[config.mk]
export PLATFORM = sky130hd
export DESIGN_NAME = pbvs_ctrl_flat
export DESIGN_NICKNAME = d
export VERILOG_FILES = /design/src/sv/pbvs_pkg.sv /design/src/sv/pbvs_if.sv /design/src/sv/pbvs_ctrl.sv /design/src/flat_wrapper.sv
export SDC_FILE = /design/constraint.sdc
export NUM_CORES = 1
export LEC_CHECK = 0
export BUFFER_PORTS_ARGS = -buffer_cell sky130_fd_sc_hd__buf_4
export CORE_MARGIN = 3
export CORE_UTILIZATION = 57
export CTS_BUF_LIST = sky130_fd_sc_hd__clkbuf_4 sky130_fd_sc_hd__clkbuf_8
export CTS_CLUSTER_DIAMETER = 80
export DETAILED_ROUTE_END_ITERATION = 8
export HOLD_SLACK_MARGIN = 0.12
export PLACE_DENSITY = 0.79
export SETUP_SLACK_MARGIN = 0.4
export SLEW_MARGIN = 10
export SYNTH_ARGS = -nofsm -noshare
export SYNTH_HDL_FRONTEND = slang
export SYNTH_SLANG_ARGS = --single-unit
[constraint.sdc]
create_clock -name clk -period 6.9 [get_ports clk]
set_input_delay 1.035 -clock clk [delete_from_list [all_inputs] [get_ports clk]]
set_output_delay 1.035 -clock clk [all_outputs]
set_load 0.03 [all_outputs]
[src/sv/pbvs_pkg.sv]
// pbvs_pkg: shared constants, action codes, memory request type and capacity table
// for the partitioned byte vector store; no dependencies
package pbvs_pkg;

	localparam int STORE_DEPTH = 4096;
	localparam int MAX_VECTORS = 16;

	localparam int ADDR_W = $clog2(STORE_DEPTH);
	localparam int CAP_W  = $clog2(STORE_DEPTH + 1);
	localparam int ID_W   = 4;
	localparam int IDX_W  = 12;
	localparam int BYTE_W = 8;
	localparam int ACT_W  = 3;
	localparam int VCNT_W = 5;
	localparam int FILL_W = 13;
	localparam int OFF_W  = (IDX_W > CAP_W) ? IDX_W : CAP_W;
	localparam int PROD_W = ID_W + CAP_W;

	typedef logic [ACT_W-1:0] action_t;

	localparam action_t ACT_PUSH      = 3'd0;
	localparam action_t ACT_READ      = 3'd1;
	localparam action_t ACT_WRITE     = 3'd2;
	localparam action_t ACT_CLEAR_ONE = 3'd3;
	localparam action_t ACT_CLEAR_ALL = 3'd4;

	typedef struct packed {
		logic              we;
		logic              re;
		logic [ADDR_W-1:0] addr;
		logic [BYTE_W-1:0] wdata;
	} mem_req_t;

	// segment capacity for a vector count, zero when disabled
	function automatic logic [CAP_W-1:0] cap_of(logic [VCNT_W-1:0] n);
		logic [CAP_W-1:0] c;
		c = '0;
		case (n)
			5'd1:  c = CAP_W'(STORE_DEPTH / 1);
			5'd2:  c = CAP_W'(STORE_DEPTH / 2);
			5'd3:  c = CAP_W'(STORE_DEPTH / 3);
			5'd4:  c = CAP_W'(STORE_DEPTH / 4);
			5'd5:  c = CAP_W'(STORE_DEPTH / 5);
			5'd6:  c = CAP_W'(STORE_DEPTH / 6);
			5'd7:  c = CAP_W'(STORE_DEPTH / 7);
			5'd8:  c = CAP_W'(STORE_DEPTH / 8);
			5'd9:  c = CAP_W'(STORE_DEPTH / 9);
			5'd10: c = CAP_W'(STORE_DEPTH / 10);
			5'd11: c = CAP_W'(STORE_DEPTH / 11);
			5'd12: c = CAP_W'(STORE_DEPTH / 12);
			5'd13: c = CAP_W'(STORE_DEPTH / 13);
			5'd14: c = CAP_W'(STORE_DEPTH / 14);
			5'd15: c = CAP_W'(STORE_DEPTH / 15);
			5'd16: c = CAP_W'(STORE_DEPTH / 16);
			default: c = '0;
		endcase
		return c;
	endfunction

endpackage

[src/sv/pbvs_if.sv]
// pbvs channel interfaces: request, response and configuration write
// depends on pbvs_pkg
interface pbvs_req_if;
	logic                          valid;
	logic                          ready;
	logic [pbvs_pkg::ACT_W-1:0]    action;
	logic [pbvs_pkg::ID_W-1:0]     vector_id;
	logic [pbvs_pkg::IDX_W-1:0]    index;
	logic [pbvs_pkg::BYTE_W-1:0]   value;

	modport source (output valid, action, vector_id, index, value, input ready);
	modport sink (input valid, action, vector_id, index, value, output ready);
endinterface

interface pbvs_rsp_if;
	logic                          valid;
	logic                          ready;
	logic                          accepted;
	logic [pbvs_pkg::BYTE_W-1:0]   read_data;
	logic [pbvs_pkg::FILL_W-1:0]   fill_count;
	logic [pbvs_pkg::FILL_W-1:0]   segment_capacity;

	modport source (output valid, accepted, read_data, fill_count, segment_capacity,
		input ready);
	modport sink (input valid, accepted, read_data, fill_count, segment_capacity,
		output ready);
endinterface

interface pbvs_cfg_if;
	logic                          valid;
	logic                          ready;
	logic [pbvs_pkg::VCNT_W-1:0]   vector_count;

	modport source (output valid, vector_count, input ready);
	modport sink (input valid, vector_count, output ready);
endinterface

[src/sv/pbvs_ctrl.sv]
// pbvs_ctrl: configuration, fill counts, action decode, result stage and clear sweep
// depends on pbvs_pkg, pbvs_if
module pbvs_ctrl (
	input  logic                          clk,
	input  logic                          arst_n,
	pbvs_req_if.sink                      req,
	pbvs_rsp_if.source                    rsp,
	pbvs_cfg_if.sink                      cfg,
	output pbvs_pkg::mem_req_t            mem_req,
	input  logic [pbvs_pkg::BYTE_W-1:0]   mem_rdata
);

	logic [pbvs_pkg::VCNT_W-1:0] vcount_q;
	logic                        active_q;
	logic [pbvs_pkg::CAP_W-1:0]  cap_q;
	logic [pbvs_pkg::CAP_W-1:0]  counts_q [pbvs_pkg::MAX_VECTORS];

	logic                        clearing_q;
	logic [pbvs_pkg::ADDR_W-1:0] clr_addr_q;

	logic                        valid_s1;
	logic                        accepted_s1;
	logic                        rd_sel_s1;
	logic [pbvs_pkg::FILL_W-1:0] fill_s1;
	logic [pbvs_pkg::FILL_W-1:0] cap_s1;

	logic                        accept;
	logic                        ok;
	logic                        acc;
	logic                        do_we;
	logic                        do_re;
	logic                        cnt_we;
	logic                        clr_all;
	logic                        use_fill;
	logic [pbvs_pkg::CAP_W-1:0]  cur;
	logic [pbvs_pkg::CAP_W-1:0]  nxt;
	logic [pbvs_pkg::OFF_W-1:0]  idx_ext;
	logic [pbvs_pkg::OFF_W-1:0]  cap_ext;
	logic [pbvs_pkg::OFF_W-1:0]  cur_ext;
	logic                        idx_in;
	logic [pbvs_pkg::PROD_W-1:0] offs;
	logic [pbvs_pkg::PROD_W-1:0] addr_full;

	assign cfg.ready = 1'b1;
	assign req.ready = !clearing_q && (!valid_s1 || rsp.ready);
	assign accept    = req.valid && req.ready;

	assign ok      = active_q && ({1'b0, req.vector_id} < vcount_q);
	assign cur     = counts_q[req.vector_id];
	assign idx_ext = pbvs_pkg::OFF_W'(req.index);
	assign cap_ext = pbvs_pkg::OFF_W'(cap_q);
	assign cur_ext = pbvs_pkg::OFF_W'(cur);
	assign idx_in  = idx_ext < cap_ext;

	always_comb begin
		acc      = 1'b0;
		do_we    = 1'b0;
		do_re    = 1'b0;
		cnt_we   = 1'b0;
		clr_all  = 1'b0;
		use_fill = 1'b0;
		nxt      = cur;
		case (req.action)
			pbvs_pkg::ACT_PUSH: begin
				use_fill = 1'b1;
				if (ok && (cur < cap_q)) begin
					acc    = 1'b1;
					do_we  = 1'b1;
					cnt_we = 1'b1;
					nxt    = cur + 1'b1;
				end
			end
			pbvs_pkg::ACT_READ: begin
				if (ok && idx_in) begin
					acc   = 1'b1;
					do_re = 1'b1;
				end
			end
			pbvs_pkg::ACT_WRITE: begin
				if (ok && idx_in) begin
					acc    = 1'b1;
					do_we  = 1'b1;
					cnt_we = 1'b1;
					if (idx_ext >= cur_ext) begin
						nxt = pbvs_pkg::CAP_W'(idx_ext + 1'b1);
					end
				end
			end
			pbvs_pkg::ACT_CLEAR_ONE: begin
				if (ok) begin
					acc    = 1'b1;
					cnt_we = 1'b1;
					nxt    = '0;
				end
			end
			pbvs_pkg::ACT_CLEAR_ALL: begin
				acc     = ok;
				clr_all = 1'b1;
				nxt     = '0;
			end
			default: begin
				acc = 1'b0;
			end
		endcase
	end

	// segment base plus element offset
	assign offs      = use_fill ? pbvs_pkg::PROD_W'(cur) : pbvs_pkg::PROD_W'(req.index);
	assign addr_full = pbvs_pkg::PROD_W'(req.vector_id) * pbvs_pkg::PROD_W'(cap_q) + offs;

	always_comb begin
		mem_req.we    = 1'b0;
		mem_req.re    = 1'b0;
		mem_req.addr  = addr_full[pbvs_pkg::ADDR_W-1:0];
		mem_req.wdata = req.value;
		if (clearing_q) begin
			mem_req.we    = 1'b1;
			mem_req.addr  = clr_addr_q;
			mem_req.wdata = '0;
		end else if (accept) begin
			mem_req.we = do_we;
			mem_req.re = do_re;
		end
	end

	// zero sweep of the byte store after reset
	always_ff @(posedge clk or negedge arst_n) begin
		if (!arst_n) begin
			clearing_q <= 1'b1;
			clr_addr_q <= '0;
		end else if (clearing_q) begin
			if (clr_addr_q == pbvs_pkg::ADDR_W'(pbvs_pkg::STORE_DEPTH - 1)) begin
				clearing_q <= 1'b0;
			end
			clr_addr_q <= clr_addr_q + 1'b1;
		end
	end

	always_ff @(posedge clk or negedge arst_n) begin
		if (!arst_n) begin
			vcount_q <= '0;
			active_q <= 1'b0;
			cap_q    <= '0;
		end else if (cfg.valid && cfg.ready) begin
			vcount_q <= cfg.vector_count;
			cap_q    <= pbvs_pkg::cap_of(cfg.vector_count);
			active_q <= (cfg.vector_count != '0) &&
				({1'b0, cfg.vector_count} <= (pbvs_pkg::VCNT_W + 1)'(pbvs_pkg::MAX_VECTORS));
		end
	end

	always_ff @(posedge clk or negedge arst_n) begin
		if (!arst_n) begin
			for (int k = 0; k < pbvs_pkg::MAX_VECTORS; k++) begin
				counts_q[k] <= '0;
			end
		end else if ((cfg.valid && cfg.ready) || (accept && clr_all)) begin
			for (int k = 0; k < pbvs_pkg::MAX_VECTORS; k++) begin
				counts_q[k] <= '0;
			end
		end else if (accept && cnt_we) begin
			counts_q[req.vector_id] <= nxt;
		end
	end

	always_ff @(posedge clk or negedge arst_n) begin
		if (!arst_n) begin
			valid_s1 <= 1'b0;
		end else if (accept) begin
			valid_s1 <= 1'b1;
		end else if (rsp.ready) begin
			valid_s1 <= 1'b0;
		end
	end

	always_ff @(posedge clk) begin
		if (accept) begin
			accepted_s1 <= acc;
			rd_sel_s1   <= do_re;
			fill_s1     <= ok ? pbvs_pkg::FILL_W'(nxt) : '0;
			cap_s1      <= ok ? pbvs_pkg::FILL_W'(cap_q) : '0;
		end
	end

	assign rsp.valid            = valid_s1;
	assign rsp.accepted         = accepted_s1;
	assign rsp.read_data        = rd_sel_s1 ? mem_rdata : '0;
	assign rsp.fill_count       = fill_s1;
	assign rsp.segment_capacity = cap_s1;

`ifndef ASSERT_OFF
	a_no_accept_in_sweep: assert property (@(posedge clk) disable iff (!arst_n)
		clearing_q |-> !req.ready)
		else $error("item accepted during store sweep");

	a_read_only_on_accept: assert property (@(posedge clk) disable iff (!arst_n)
		mem_req.re |-> (accept && ok && !clearing_q))
		else $error("store read without an accepted beat");

	a_write_owner: assert property (@(posedge clk) disable iff (!arst_n)
		(mem_req.we && !clearing_q) |-> (accept && ok))
		else $error("store write without an accepted beat");

	a_fill_in_capacity: assert property (@(posedge clk) disable iff (!arst_n)
		(valid_s1 && accepted_s1) |-> (fill_s1 <= cap_s1))
		else $error("fill count above segment capacity");

	a_hold_on_stall: assert property (@(posedge clk) disable iff (!arst_n)
		(valid_s1 && !rsp.ready) |=> (valid_s1 && $stable(fill_s1) && $stable(rd_sel_s1)))
		else $error("result stage changed while stalled");
`endif

endmodule

[src/flat_wrapper.sv]
// flat-port wrapper written by rule: the top's interface ports become plain ports
module pbvs_ctrl_flat 
  (clk, arst_n, mem_req, mem_rdata, req_valid, req_action, req_vector_id, req_index, req_value, req_ready, rsp_valid, rsp_accepted, rsp_read_data, rsp_fill_count, rsp_segment_capacity, rsp_ready, cfg_valid, cfg_vector_count, cfg_ready);
  pbvs_req_if req_i ();
  pbvs_rsp_if rsp_i ();
  pbvs_cfg_if cfg_i ();
  input  logic clk;
  input  logic arst_n;
  output pbvs_pkg::mem_req_t mem_req;
  input  logic [pbvs_pkg::BYTE_W-1:0] mem_rdata;
  input wire logic [$bits(req_i.valid)-1:0] req_valid;
  input wire logic [$bits(req_i.action)-1:0] req_action;
  input wire logic [$bits(req_i.vector_id)-1:0] req_vector_id;
  input wire logic [$bits(req_i.index)-1:0] req_index;
  input wire logic [$bits(req_i.value)-1:0] req_value;
  output wire logic [$bits(req_i.ready)-1:0] req_ready;
  output wire logic [$bits(rsp_i.valid)-1:0] rsp_valid;
  output wire logic [$bits(rsp_i.accepted)-1:0] rsp_accepted;
  output wire logic [$bits(rsp_i.read_data)-1:0] rsp_read_data;
  output wire logic [$bits(rsp_i.fill_count)-1:0] rsp_fill_count;
  output wire logic [$bits(rsp_i.segment_capacity)-1:0] rsp_segment_capacity;
  input wire logic [$bits(rsp_i.ready)-1:0] rsp_ready;
  input wire logic [$bits(cfg_i.valid)-1:0] cfg_valid;
  input wire logic [$bits(cfg_i.vector_count)-1:0] cfg_vector_count;
  output wire logic [$bits(cfg_i.ready)-1:0] cfg_ready;
  assign req_i.valid = req_valid;
  assign req_i.action = req_action;
  assign req_i.vector_id = req_vector_id;
  assign req_i.index = req_index;
  assign req_i.value = req_value;
  assign req_ready = req_i.ready;
  assign rsp_valid = rsp_i.valid;
  assign rsp_accepted = rsp_i.accepted;
  assign rsp_read_data = rsp_i.read_data;
  assign rsp_fill_count = rsp_i.fill_count;
  assign rsp_segment_capacity = rsp_i.segment_capacity;
  assign rsp_i.ready = rsp_ready;
  assign cfg_i.valid = cfg_valid;
  assign cfg_i.vector_count = cfg_vector_count;
  assign cfg_ready = cfg_i.ready;
  pbvs_ctrl u_core (.clk(clk), .arst_n(arst_n), .req(req_i), .rsp(rsp_i), .cfg(cfg_i), .mem_req(mem_req), .mem_rdata(mem_rdata));
endmodule
==> flow_summary.json <==
{
  "ios": 105,
  "grt_max_degree": 162,
  "gp_congestion": 1.02,
  "cpPeakStageDelay_ns": 0.60,
  "outcome": "finished clean",
  "min_from": "u_core.counts_q[36]$_DFFE_PN0P_",
  "path_delay_family": "compound AO/OA/AOI/OAI gates",
  "hold_path.class": "flip-flop to flip-flop",
  "hold_viol_final": 0,
  "slew_headroom_pct": 21.0,
  "synth_edf_count": 28,
  "layout_common_cells": "240 x dfrtp_1, 174 x o21ai_0, 156 x buf_4",
  "async_flop_share_pct": 89.6,
  "finalSetupTns_ns": 0,
  "worstMarginPinSlew_ns": 1.18,
  "grt_busiest_layer": "met2",
  "crit_buf_inv": 3,
  "period_minus_slack_ns": 6.33,
  "worstSetupPathType": "input port to output port",
  "dp_cells": 2003,
  "drive_gt1_share_pct": 21.1,
  "path_cells": "buf_8, mux4_1, a22o_2, a221oi_4, nor2_1, a21oi_1, fa_1, inv_1, ha_1, a21o_1, a21oi_2, nor2b_1, o21a_1, o41a_1, a31oi_1, xnor2_1, mux2i_4, buf_4",
  "syn_area_per_cell_um2": 10.3,
  "fin_skew_ns": 0.0532,
  "die_area_mm2": 0.0311,
  "seqCellArea_mm2": 0.00687,
  "max_freq_mhz": 158,
  "drt_wl_total_um": 47900,
  "clkLatencyLatePin_ns": 0.60,
  "grt-ovfl-total": 0,
  "peakVddDrop_uv": 112,
  "start_util_pct": 58.7,
  "vias_per_cell": 6.51,
  "start_kind": "input port",
  "h-tree-depth": 2,
  "holdWs_ns": 0.491,
  "fin_util_pct": 65.8,
  "r2r_end": "u_core.counts_q[44]$_DFFE_PN0P_",
  "fin_crit_sh_pct": 91.7,
  "end_kind": "output port",
  "core_area_mm2": 0.0282,
  "grtUsageMet2_pct": 49.3,
  "grt_pass1_vias": 13674,
  "fin_nets": 1804,
  "power_density_mw_per_mm2": 213,
  "rows": 61,
  "synth_warnings": 0,
  "fin_cells": 2086,
  "required_ns": 5.86,
  "grt_use_met1_pct": 41.1,
  "rrSetupSlack_ns": 1.93,
  "final-max-slew-violation-count": 0,
  "wl_per_cell_um": 23.0,
  "cellLeakagePower_nw": 8.16,
  "min_to": "u_core.counts_q[36]$_DFFE_PN0P_",
  "antennaDiodeCount": 0,
  "setup-violations-final": 0,
  "ys_seq_elements": 269,
  "pre_cts_ws_ns": 0.257,
  "cts-root-buf": "clkbuf_8",
  "cts_tree": "yes",
  "path_clk_slew_ns": 0.06,
  "grtUsageMet3_pct": 5.66,
  "maxCapViolations": 0,
  "multi_input_area_mm2": 0.00867,
  "synth_top_flop_cell": "dfrtp_1",
  "min_path_cells": 2,
  "synth_nets": 1729,
  "drc": 0,
  "worst_path_max_delay_cell": "mux4_1",
  "via_count": 13572,
  "firstDrtPassIters": 8,
  "rsz0062_at_grt": "no",
  "area_delta_synth_final_pct": 12.2,
  "grt_pass1_wl_um": 76000,
  "drt_iter0_markers": 1396,
  "cts_inserted_buffers": 45,
  "netlist_area_mm2": 0.0165,
  "dp_hpwl_um": 32300,
  "yosysSeqAreaShare_pct": 41.6,
  "r2r_start": "u_core.counts_q[57]$_DFFE_PN0P_",
  "detail-route-antenna-nets": 0,
  "nFillCells": 2152,
  "die_h_um": 176,
  "synth_cell_types": 95,
  "layout.cells.most_common": "dfrtp_1",
  "cts_buffer_depth": 3,
  "portBuffers": 103,
  "post_cts_buffers": 0,
  "netlist_instances": 1597,
  "antenna_found_initial": 0,
  "clock-sinks": 269,
  "fin_ws_ns": 0.574,
  "fp.dieW_um": 176,
  "r2r.worst_path.cells": 16,
  "grt_usage_pct": 30.9,
  "arrival_ns": 5.29,
  "crit_path_max_fanout": 24
}
cell type report:
| type | instances | share of cell area, % |
|---|---|---|
| Tap cell | 378 | 2.55 |
| Inverter | 77 | 1.56 |
| Multi-Input combinational cell | 1118 | 46.8 |
| Clock inverter | 16 | 0.695 |
| Clock buffer | 67 | 4.57 |
| Timing Repair Buffer | 161 | 6.75 |
| Sequential cell | 269 | 37.1 |
cell usage after synthesis, drive strengths merged, types with 4 or more instances:
library cell	instances	share of area [%]
nor3b	4	0.18
clkbuf	59	1.5
dfrtp	240	36
and2	42	1.6
a22o	6	0.33
a221oi	7	0.77
xor2	12	0.64
o22ai	8	0.30
ha	61	4.6
edfxtp	28	5.1
nand3	40	1.2
a21o	8	0.36
nand4	22	0.91
nor4	27	1.7
o21ai	178	5.4
xnor2	28	1.5
a31oi	23	0.87
a211oi	59	2.7
nor2b	16	0.61
nand2b	12	0.45
inv	76	1.7
nand2	65	1.5
a22oi	12	0.61
mux4	53	7.8
o21a	5	0.23
buf	74	3.2
o32ai	7	0.53
mux2i	13	0.79
mux2	9	0.64
fa	26	3.1
nor2	127	2.9
a21oi	165	5.5
and3	6	0.26
o21bai	5	0.23
o41ai	13	0.87
nor3	18	0.55
timing repair:
item                       in CTS  in global routing
hold buffers                    0                  0
resized for setup               3                  6
pin swaps                       0                  0
setup endpoints to repair       1                  3
worst max-delay path by stage:
stage,startpoint,end,slack (ns),cells past startpoint
2_1_floorplan,req_vector_id[1],mem_req[19],0.41,20
3_3_place_gp,req_vector_id[0],mem_req[19],0.34,18
3_5_place_dp,req_vector_id[0],mem_req[19],0.26,18
4_1_cts,req_vector_id[0],mem_req[19],0.45,18
5_1_grt,req_vector_id[0],mem_req[21],0.42,16
6_report,req_vector_id[0],mem_req[19],0.57,18
sequential cells by signal (all words and copies together), names as in the netlist, 5 cells and up:
register	flops
u_core.counts_q	208
u_core.cap_ext	13
u_core.rsp.fill_count	13
u_core.rsp.segment_capacity	13
u_core.clr_addr_q	12
u_core.vcount_q	5
stage by stage:
stage               area (um2)  total power [W]
floorplan                16600          0.00217
global placement         17500          0.00242
detailed placement       17500          0.00244
CTS                      18500          0.00396
global route             18500          0.00411
finish                   18500          0.00395
report_power, final:
| group | total [W] | switching, W | internal, W | leakage [nW] |
|---|---|---|---|---|
| combinational | 0.000780 | 0.000510 | 0.000270 | 4.02 |
| sequential | 0.00164 | 0.0000159 | 0.00163 | 3.62 |
| clock | 0.00152 | 0.000689 | 0.000835 | 0.527 |
metal layers:
layer	routed length [um]	vias up	share of wire (%)
li1	-	6016	-
met1	19400	6710	40
met2	22400	690	47
met3	3840	156	8.0
met4	2290	0	4.8
met5	0	-	0
kinds of logic after synthesis:
logic type / after synthesis / share of synthesized area (%)
simple gates: 396 / 12.8
other cells: 1 / 0.0227
flops: 269 / 41.6
buf+inv: 210 / 6.51
xor+xnor: 40 / 2.12
fa+ha+maj: 87 / 7.77
compound gates: 519 / 20.0
mux: 75 / 9.19
worst reg2reg max path: stages, from the launching register on:
cell and delay [ns]:
dfrtp_1 0.38, mux4_2 0.47, a22o_1 0.32, a221oi_2 0.35
buf_4 0.23, inv_1 0.09, ha_1 0.29, nand4_1 0.13
or4_1 0.53, a221o_1 0.34, nand4_2 0.14, o32a_1 0.50
buf_4 0.37, nor4_2 0.08, buf_4 0.23, o21ai_0 0.28
a21oi_1 0.09
(Power assumes the default switching activity.)
